--- src/fdqs_pkg.sv ---
// Types, widths and constants of the finger detect / quick SpO2 block
`default_nettype none
package fdqs_pkg;

	localparam int SAMPLE_BITS   = 18;
	localparam int LEVEL_BITS    = 18;
	localparam int LIMIT_BITS    = 4;
	localparam int HOLD_BITS     = 16;
	localparam int CONF_BITS     = 5;
	localparam int EST_BITS      = 7;
	localparam int CFG_DATA_BITS = 18;
	localparam int CFG_IDX_BITS  = 2;

	localparam int IN_TDATA_BITS  = ((2 * SAMPLE_BITS + 7) / 8) * 8;
	localparam int OUT_TDATA_BITS = 8;
	localparam int OUT_TUSER_BITS = 2;

	// level compare width covers both the sample and the threshold
	localparam int CMP_BITS = (SAMPLE_BITS > LEVEL_BITS) ? SAMPLE_BITS : LEVEL_BITS;

	// quotient bits kept by the divider; anything of 64 or more is discarded
	localparam int QUOT_BITS = 6;
	localparam int PROD_BITS = SAMPLE_BITS + QUOT_BITS;
	localparam int STEP_BITS = $clog2(QUOT_BITS);

	// register indexes
	localparam logic [CFG_IDX_BITS-1:0] REG_ON_LEVEL  = 2'd0;
	localparam logic [CFG_IDX_BITS-1:0] REG_OFF_LEVEL = 2'd1;
	localparam logic [CFG_IDX_BITS-1:0] REG_CONF_LIM  = 2'd2;
	localparam logic [CFG_IDX_BITS-1:0] REG_HOLD      = 2'd3;

	localparam logic [LEVEL_BITS-1:0] RST_ON_LEVEL  = 18'd60000;
	localparam logic [LEVEL_BITS-1:0] RST_OFF_LEVEL = 18'd30000;
	localparam logic [LIMIT_BITS-1:0] RST_CONF_LIM  = 4'd6;
	localparam logic [HOLD_BITS-1:0]  RST_HOLD      = 16'd1500;

	localparam logic [EST_BITS-1:0]  EST_BASE = 7'd105;
	localparam logic [EST_BITS-1:0]  EST_MAX  = 7'd99;
	localparam logic [EST_BITS-1:0]  EST_MIN  = 7'd70;
	localparam logic [QUOT_BITS-1:0] Q_LIMIT  = 6'd35;

	// command codes on tuser
	localparam logic CMD_SAMPLE = 1'b0;
	localparam logic CMD_TICK   = 1'b1;

	typedef struct packed {
		logic load;      // take the input beat
		logic track;     // confidence update and 35*red product
		logic age_inc;   // tick: advance age
		logic div_init;  // set up divisor
		logic div_step;  // one restoring step
		logic est;       // finish estimate and store
		logic emit;      // load output register
	} cmd_t;

	typedef struct packed {
		logic is_tick;
		logic need_div;
		logic overflow;
	} stat_t;

endpackage
`default_nettype wire

--- src/fdqs_ctrl.sv ---
// Sequencer: accepts beats, steps the datapath, owns the output valid
`default_nettype none
module fdqs_ctrl (
	input  wire logic           clk,
	input  wire logic           arst_n,
	input  wire logic           s_axis_tvalid,
	output logic                s_axis_tready,
	output logic                m_axis_tvalid,
	input  wire logic           m_axis_tready,
	input  wire fdqs_pkg::stat_t stat,
	output fdqs_pkg::cmd_t      cmd
);

	localparam logic [2:0] S_IDLE  = 3'd0;
	localparam logic [2:0] S_TRACK = 3'd1;
	localparam logic [2:0] S_CHECK = 3'd2;
	localparam logic [2:0] S_DIV   = 3'd3;
	localparam logic [2:0] S_EST   = 3'd4;
	localparam logic [2:0] S_OUT   = 3'd5;

	logic [2:0] state_q, state_d;
	logic [fdqs_pkg::STEP_BITS-1:0] step_q, step_d;
	logic m_valid_q;
	logic out_free;

	assign out_free      = !m_valid_q || m_axis_tready;
	assign s_axis_tready = (state_q == S_IDLE);
	assign m_axis_tvalid = m_valid_q;

	always_comb begin
		state_d = state_q;
		step_d  = step_q;
		cmd     = '0;
		unique case (state_q)
			S_IDLE: begin
				if (s_axis_tvalid) begin
					cmd.load = 1'b1;
					state_d  = S_TRACK;
				end
			end
			S_TRACK: begin
				if (stat.is_tick) begin
					cmd.age_inc = 1'b1;
					state_d     = S_OUT;
				end else begin
					cmd.track = 1'b1;
					state_d   = S_CHECK;
				end
			end
			S_CHECK: begin
				if (stat.need_div && !stat.overflow) begin
					cmd.div_init = 1'b1;
					step_d       = fdqs_pkg::STEP_BITS'(fdqs_pkg::QUOT_BITS - 1);
					state_d      = S_DIV;
				end else begin
					state_d = S_OUT;
				end
			end
			S_DIV: begin
				cmd.div_step = 1'b1;
				if (step_q == '0) begin
					state_d = S_EST;
				end else begin
					step_d = step_q - 1'b1;
				end
			end
			S_EST: begin
				cmd.est = 1'b1;
				state_d = S_OUT;
			end
			S_OUT: begin
				if (out_free) begin
					cmd.emit = 1'b1;
					state_d  = S_IDLE;
				end
			end
			default: begin
				state_d = S_IDLE;
			end
		endcase
	end

	always_ff @(posedge clk or negedge arst_n) begin
		if (!arst_n) begin
			state_q   <= S_IDLE;
			step_q    <= '0;
			m_valid_q <= 1'b0;
		end else begin
			state_q <= state_d;
			step_q  <= step_d;
			if (cmd.emit) begin
				m_valid_q <= 1'b1;
			end else if (m_axis_tready) begin
				m_valid_q <= 1'b0;
			end
		end
	end

endmodule
`default_nettype wire

--- src/fdqs_dp.sv ---
// Datapath: registers, confidence tracking, ratio divider, held estimate
`default_nettype none
module fdqs_dp (
	input  wire logic                                 clk,
	input  wire logic                                 arst_n,
	input  wire logic                                 cfg_we,
	input  wire logic [fdqs_pkg::CFG_IDX_BITS-1:0]    cfg_index,
	input  wire logic [fdqs_pkg::CFG_DATA_BITS-1:0]   cfg_data,
	input  wire logic                                 in_command,
	input  wire logic [fdqs_pkg::SAMPLE_BITS-1:0]     in_ir,
	input  wire logic [fdqs_pkg::SAMPLE_BITS-1:0]     in_red,
	input  wire fdqs_pkg::cmd_t                       cmd,
	output fdqs_pkg::stat_t                           stat,
	output logic                                      finger_present,
	output logic [fdqs_pkg::EST_BITS-1:0]             spo2_estimate,
	output logic                                      spo2_valid
);

	localparam int SB = fdqs_pkg::SAMPLE_BITS;
	localparam int PB = fdqs_pkg::PROD_BITS;
	localparam int QB = fdqs_pkg::QUOT_BITS;
	localparam int CB = fdqs_pkg::CMP_BITS;

	// configuration
	logic [fdqs_pkg::LEVEL_BITS-1:0] on_level_q, off_level_q;
	logic [fdqs_pkg::LIMIT_BITS-1:0] conf_lim_q;
	logic [fdqs_pkg::HOLD_BITS-1:0]  hold_q;

	// item and divider
	logic            cmd_q;
	logic [SB-1:0]   ir_q, red_q;
	logic [PB-1:0]   rem_q, dvs_q;
	logic [QB-1:0]   quot_q;

	// block state
	logic signed [fdqs_pkg::CONF_BITS-1:0] conf_q;
	logic                                  flag_q;
	logic [fdqs_pkg::EST_BITS-1:0]         held_q;
	logic                                  seen_q;
	logic [fdqs_pkg::HOLD_BITS-1:0]        age_q;

	logic signed [fdqs_pkg::CONF_BITS:0] conf_w, conf_new, lim_w, lim_m1;
	logic [CB-1:0]  ir_cmp, on_cmp, off_cmp;
	logic [PB-1:0]  prod_w, ir_top;
	logic           step_ge;
	logic [fdqs_pkg::EST_BITS-1:0] est_w;
	logic           valid_w;

	assign ir_cmp  = CB'(ir_q);
	assign on_cmp  = CB'(on_level_q);
	assign off_cmp = CB'(off_level_q);
	assign lim_w   = $signed({2'b00, conf_lim_q});
	assign lim_m1  = lim_w - 6'sd1;
	assign conf_w  = (fdqs_pkg::CONF_BITS+1)'(conf_q);

	always_comb begin
		conf_new = conf_w;
		if (ir_cmp > on_cmp) begin
			if (conf_w < lim_w) conf_new = conf_w + 6'sd1;
		end else if (ir_cmp < off_cmp) begin
			if (conf_w > -lim_w) conf_new = conf_w - 6'sd1;
		end
	end

	// 35*red as shifts and adds
	assign prod_w = (PB'(red_q) << 5) + (PB'(red_q) << 1) + PB'(red_q);
	assign ir_top = PB'(ir_q) << QB;
	assign step_ge = (rem_q >= dvs_q);

	assign stat.is_tick  = (cmd_q == fdqs_pkg::CMD_TICK);
	assign stat.need_div = flag_q && (ir_q != '0) && (red_q != '0);
	assign stat.overflow = (rem_q >= ir_top);

	always_comb begin
		est_w = fdqs_pkg::EST_BASE - fdqs_pkg::EST_BITS'(quot_q);
		if (est_w > fdqs_pkg::EST_MAX) est_w = fdqs_pkg::EST_MAX;
	end

	assign valid_w = flag_q && seen_q && (age_q <= hold_q);

	always_ff @(posedge clk or negedge arst_n) begin
		if (!arst_n) begin
			on_level_q  <= fdqs_pkg::RST_ON_LEVEL;
			off_level_q <= fdqs_pkg::RST_OFF_LEVEL;
			conf_lim_q  <= fdqs_pkg::RST_CONF_LIM;
			hold_q      <= fdqs_pkg::RST_HOLD;
			conf_q      <= '0;
			flag_q      <= 1'b0;
			held_q      <= '0;
			seen_q      <= 1'b0;
			age_q       <= '0;
			cmd_q       <= fdqs_pkg::CMD_SAMPLE;
		end else begin
			if (cfg_we) begin
				unique case (cfg_index)
					fdqs_pkg::REG_ON_LEVEL:  on_level_q  <= cfg_data[fdqs_pkg::LEVEL_BITS-1:0];
					fdqs_pkg::REG_OFF_LEVEL: off_level_q <= cfg_data[fdqs_pkg::LEVEL_BITS-1:0];
					fdqs_pkg::REG_CONF_LIM:  conf_lim_q  <= cfg_data[fdqs_pkg::LIMIT_BITS-1:0];
					fdqs_pkg::REG_HOLD:      hold_q      <= cfg_data[fdqs_pkg::HOLD_BITS-1:0];
				endcase
			end
			if (cmd.load) cmd_q <= in_command;
			if (cmd.track) begin
				conf_q <= conf_new[fdqs_pkg::CONF_BITS-1:0];
				if (conf_new >= lim_m1) begin
					flag_q <= 1'b1;
				end else if (conf_new <= -lim_m1) begin
					flag_q <= 1'b0;
				end
			end
			if (cmd.age_inc && (age_q != '1)) age_q <= age_q + 1'b1;
			if (cmd.est && (quot_q <= fdqs_pkg::Q_LIMIT) && (est_w >= fdqs_pkg::EST_MIN)) begin
				held_q <= est_w;
				seen_q <= 1'b1;
				age_q  <= '0;
			end
		end
	end

	// payload registers
	always_ff @(posedge clk) begin
		if (cmd.load) begin
			ir_q  <= in_ir;
			red_q <= in_red;
		end
		if (cmd.track) rem_q <= prod_w;
		if (cmd.div_init) begin
			dvs_q  <= PB'(ir_q) << (QB - 1);
			quot_q <= '0;
		end else if (cmd.div_step) begin
			if (step_ge) rem_q <= rem_q - dvs_q;
			quot_q <= {quot_q[QB-2:0], step_ge};
			dvs_q  <= dvs_q >> 1;
		end
		if (cmd.emit) begin
			finger_present <= flag_q;
			spo2_valid     <= valid_w;
			spo2_estimate  <= valid_w ? held_q : '0;
		end
	end

endmodule
`default_nettype wire

--- src/finger_detect_quick_spo2_top.sv ---
// Top level of the finger detect / quick SpO2 block
// One input beat (sample pair or millisecond tick) gives one output beat. A sample
// beat first moves the finger confidence counter, then, with a finger present and
// both readings nonzero, runs 35*red/ir through a six-step restoring divider
// (one quotient bit a cycle) and holds 105 - quotient, clamped to 99, if it is at
// least 70. The sequencer takes a new beat only from idle, after the previous
// result has been loaded into the output register. The output register lets
// the next beat be worked on while a result waits; a finished result stalls
// the sequencer only while the register is full.
// Configuration writes take effect at once and are meant for idle periods.
`default_nettype none
module finger_detect_quick_spo2_top (
	input  wire logic                                  clk,
	input  wire logic                                  arst_n,
	input  wire logic                                  cfg_we,
	input  wire logic [fdqs_pkg::CFG_IDX_BITS-1:0]     cfg_index,
	input  wire logic [fdqs_pkg::CFG_DATA_BITS-1:0]    cfg_data,
	input  wire logic                                  s_axis_tvalid,
	output logic                                       s_axis_tready,
	// ir_sample, red_sample, zero fill
	input  wire logic [fdqs_pkg::IN_TDATA_BITS-1:0]    s_axis_tdata,
	// command
	input  wire logic [0:0]                            s_axis_tuser,
	output logic                                       m_axis_tvalid,
	input  wire logic                                  m_axis_tready,
	// spo2_estimate, zero fill
	output logic [fdqs_pkg::OUT_TDATA_BITS-1:0]        m_axis_tdata,
	// finger_present, spo2_valid
	output logic [fdqs_pkg::OUT_TUSER_BITS-1:0]        m_axis_tuser
);

	localparam int SB = fdqs_pkg::SAMPLE_BITS;

	fdqs_pkg::cmd_t  cmd;
	fdqs_pkg::stat_t stat;
	logic                          finger_present, spo2_valid;
	logic [fdqs_pkg::EST_BITS-1:0] spo2_estimate;

	fdqs_ctrl u_ctrl (
		.clk           (clk),
		.arst_n        (arst_n),
		.s_axis_tvalid (s_axis_tvalid),
		.s_axis_tready (s_axis_tready),
		.m_axis_tvalid (m_axis_tvalid),
		.m_axis_tready (m_axis_tready),
		.stat          (stat),
		.cmd           (cmd)
	);

	fdqs_dp u_dp (
		.clk            (clk),
		.arst_n         (arst_n),
		.cfg_we         (cfg_we),
		.cfg_index      (cfg_index),
		.cfg_data       (cfg_data),
		.in_command     (s_axis_tuser[0]),
		.in_ir          (s_axis_tdata[SB-1:0]),
		.in_red         (s_axis_tdata[2*SB-1:SB]),
		.cmd            (cmd),
		.stat           (stat),
		.finger_present (finger_present),
		.spo2_estimate  (spo2_estimate),
		.spo2_valid     (spo2_valid)
	);

	assign m_axis_tdata = fdqs_pkg::OUT_TDATA_BITS'(spo2_estimate);
	assign m_axis_tuser = {spo2_valid, finger_present};

endmodule
`default_nettype wire

--- config.mk ---
export PLATFORM = sky130hd
export DESIGN_NAME = finger_detect_quick_spo2_top
export DESIGN_NICKNAME = d
export VERILOG_FILES = /design/src/fdqs_pkg.sv /design/src/fdqs_ctrl.sv /design/src/fdqs_dp.sv /design/src/finger_detect_quick_spo2_top.sv
export SDC_FILE = /design/constraint.sdc
export NUM_CORES = 1
export LEC_CHECK = 0
export BUFFER_PORTS_ARGS = -buffer_cell sky130_fd_sc_hd__buf_2
export CAP_MARGIN = 20
export CORE_ASPECT_RATIO = 1.4
export CORE_MARGIN = 2
export CORE_UTILIZATION = 55
export CTS_CLUSTER_SIZE = 25
export DETAILED_ROUTE_END_ITERATION = 12
export PLACE_DENSITY = 0.76
export SLEW_MARGIN = 30
export SYNTH_ARGS = -nofsm -noshare
export SYNTH_HDL_FRONTEND = slang
export SYNTH_HIERARCHICAL = 1
export SYNTH_SLANG_ARGS = --single-unit
--- constraint.sdc ---
create_clock -name clk -period 12.5 [get_ports clk]
set_input_delay 1.25 -clock clk [delete_from_list [all_inputs] [get_ports clk]]
set_output_delay 1.25 -clock clk [all_outputs]
set_load 0.01 [all_outputs]
==> flow_summary.json <==
{
  "cts_inserted_buffers": 17,
  "grt_max_degree": 62,
  "hpwl_mm": 21.0,
  "clkTransAtPathRegs_ns": 0.07,
  "synth.cell_area_um2": 12700,
  "grt_setup_unrepaired": "no",
  "drt-wirelength-per-cell_um": 16.4,
  "post-route-util_pct": 61.6,
  "crit_path_end_kind": "flop",
  "critPathKind": "reg -> reg",
  "stdcell_count": 1685,
  "finalSetupViolations": 0,
  "syn_inst": 1310,
  "cp_max_fo": 47,
  "worst_slew_pin_slew_ns": 0.946,
  "post-cts-setup-buffer-count": 0,
  "async_reset_ff_share_pct": 49.0,
  "grtUsageTotal_pct": 23.8,
  "crit_slowest_cell": "or4b_2",
  "hold_violations": 0,
  "die_h_um": 184,
  "final_area_um2": 13900,
  "cts_resized": 0,
  "crit_path_start_kind": "flop",
  "arrival_ns": 5.34,
  "synth_largest_area_cell": "edfxtp_1",
  "portBuffers": 72,
  "drc_errors": 0,
  "placed_cell_area_um2": 13400,
  "min_period_ns": 5.03,
  "leakagePower_nw": 6.20,
  "overflow": 0,
  "fin_crit_sh_pct": 40.2,
  "io_pins": 78,
  "dr_total_vias": 9616,
  "place_ws_ns": 7.54,
  "final_antenna_net_count": 0,
  "cts_tree": "yes",
  "max_slew_margin_pct": 36.7,
  "syn-num-nets": 1538,
  "antenna_found_initial": 0,
  "grt_pass1_vias": 9896,
  "std_cell_rows": 65,
  "status": "completed",
  "ys_ff_latch": 192,
  "cp_top_family": "compound AO/OA/AOI/OAI gates",
  "clockRootBuffer": "clkbuf_16",
  "dp_cells": 1652,
  "max_freq_mhz": 199,
  "clock-sinks": 192,
  "synth_edf_count": 63,
  "cap_violations": 0,
  "cts_buffer_depth": 2,
  "yosys_most_used_dff": "dfrtp_1",
  "synth_area_leaders": "edfxtp_1 15%, ha_1 14%, dfrtp_1 14%",
  "postCtsHoldBufs": 0,
  "critPathBufInv": 2,
  "diodes": 0,
  "setup_tns_ns": 0,
  "pwr_density_cell_nw_per_um2": 233,
  "die-area_um2": 24400,
  "insertion_delay_ns": 0.44,
  "h-tree-depth": 4,
  "synth_top_area_share_pct": 14.9,
  "layout-drive-gt1-share_pct": 14.4,
  "wl_mm": 27.6,
  "die_w_um": 132,
  "fin_skew_ns": 0.00895,
  "final.setup.worst_slack_ns": 7.47,
  "min_path_type": "reg -> reg",
  "yosysSeqAreaShare_pct": 39.1,
  "grt_pass1_wl_mm": 47.0,
  "slowest_delay_ns": 0.57,
  "gp_congestion": 0.880,
  "yosysUniqueCellTypes": 81,
  "yosysWarnings": 6,
  "dr.pass1.iters": 5,
  "drt-vias-per-instance": 5.71,
  "start_util_pct": 56.2,
  "maxSlewViolCount": 0,
  "path_cells": "ha_1, or4b_2, o41ai_1, a21o_1, a21oi_1, nor2b_1, o21ai_0, a211oi_1, o22a_1, nand2b_1, nor3_2, buf_4, nand2b_1, a211oi_4, buf_4, nor4_1, a311oi_1, o211ai_1",
  "cp.required_ns": 12.81,
  "nNetsFinal": 1599,
  "areaGrowthSynthToFinish_pct": 9.64,
  "drt-initial-drc-count": 454,
  "coreArea_um2": 22600,
  "max-vdd-ir-drop_uv": 147,
  "synth.avg_cell_area_um2": 9.70
}
-- worst paths after layout --
path | start | endpoint | slack (ns) | cells past startpoint
worst max-delay path | u_dp/ir_cmp[0] | u_dp/rem_q[23] | 7.47 | 18
worst min-delay path | u_dp/held_q[6] | u_dp/held_q[6] | 0.46 | 1
worst max register to register | u_dp/ir_cmp[0] | u_dp/rem_q[23] | 7.47 | 18
worst min register to register | u_dp/held_q[6] | u_dp/held_q[6] | 0.46 | 1
max in group asynchronous | arst_n | u_dp/hold_q[12] | 10.62 | 2
min in group asynchronous | arst_n | u_ctrl/m_axis_tvalid | 0.76 | 1
-- power breakdown --
part | switching, mW | total (mW) | internal (mW) | leakage, nW
combinational | 0.951 | 1.69 | 0.744 | 3.95
sequential | 0.177 | 1.03 | 0.853 | 1.98
clock | 0.233 | 0.516 | 0.283 | 0.267
-- per-stage QoR --
step	total power [mW]	hold slack, ns
2_1_floorplan	2.32	0.430
3_3_place_gp	2.65	0.449
3_5_place_dp	2.71	0.448
4_1_cts	3.25	0.462
5_1_grt	3.54	0.493
6_report	3.24	0.461
-- registers in the layout (all words and copies together) (netlist names), 4 cells and up --
signal	count
u_dp/conf_q	5
u_dp/hold_q	16
u_dp/held_q	7
u_dp/on_cmp	18
u_dp/rem_q	24
u_dp/off_cmp	18
u_dp/spo2_estimate	7
u_dp/ir_cmp	18
u_dp/conf_lim_q	4
u_dp/quot_q	6
u_dp/age_q	16
u_dp/dvs_q	23
u_dp/red_q	18
-- layer usage --
metal  track usage (%)  vias to the layer above  routed length, um
li1                  -                     4763                  -
met1              27.2                     4631              11300
met2              44.0                      177              14500
met3              3.94                       45                873
met4              9.51                        0                892
met5                 0                        -                  0
-- logic make-up after synthesis --
group	after synthesis	synth area share [%]
buf+inv	169	5.28
other cells	1	0.0295
compound gates	306	15.3
xor+xnor	56	3.86
mux	69	5.84
fa+ha+maj	162	16.8
flops	192	39.1
simple gates	355	13.7
-- area by class of cell --
cell class	instances	area [um^2]
fill	1946	8670
multi-input combinational	949	7100
sequential	192	4970
inverter	130	488
clock buffer	24	465
timing repair buffer	81	450
tap	301	377
clock inverter	8	81.3
-- cells in the final DEF (no fill, tap or decap), types with 9 or more instances in the layout --
master	Yosys	routed
or3_1	9	9
a211oi_1	12	12
inv_1	130	130
nand2_1	120	120
dfxtp_1	35	35
fa_1	15	15
clkbuf_16	0	17
buf_4	6	9
a31oi_1	11	10
dfrtp_1	71	71
buf_2	4	71
ha_1	147	147
nand4_1	20	20
nand2b_1	14	14
edfxtp_1	63	63
and2_1	13	12
mux2_2	41	41
mux2i_1	28	28
o21ai_0	101	101
xor2_1	19	19
dfstp_2	23	23
nor3_1	10	9
a21oi_1	72	72
nor2_1	77	76
nor2b_1	15	15
o21a_1	17	17
nand3_1	29	29
xnor2_1	37	37
a21o_1	32	32
-- synth_stat cells, types with 4 or more instances --
master / number
o211ai_1: 6
o31a_1: 4
a211oi_1: 12
clkbuf_1: 25
nor2b_1: 15
mux2_2: 41
dfxtp_1: 35
a221oi_1: 4
dfrtp_1: 71
or3_1: 9
dfstp_2: 23
nand2b_1: 14
nor4_1: 8
nor2_1: 77
nor3b_1: 4
mux2i_1: 28
inv_1: 130
xor2_1: 19
a311oi_1: 5
buf_4: 6
o21ai_0: 101
a21o_1: 32
edfxtp_1: 63
and2_1: 13
fa_1: 15
ha_1: 147
and3_1: 8
nor3_1: 10
a2111oi_0: 4
nand4_1: 20
a31oi_1: 11
o21a_1: 17
xnor2_1: 37
nand3b_1: 5
buf_2: 4
nand2_1: 120
nand3_1: 29
a21oi_1: 72
or2_2: 8
Power figures use the tool's default switching activity.
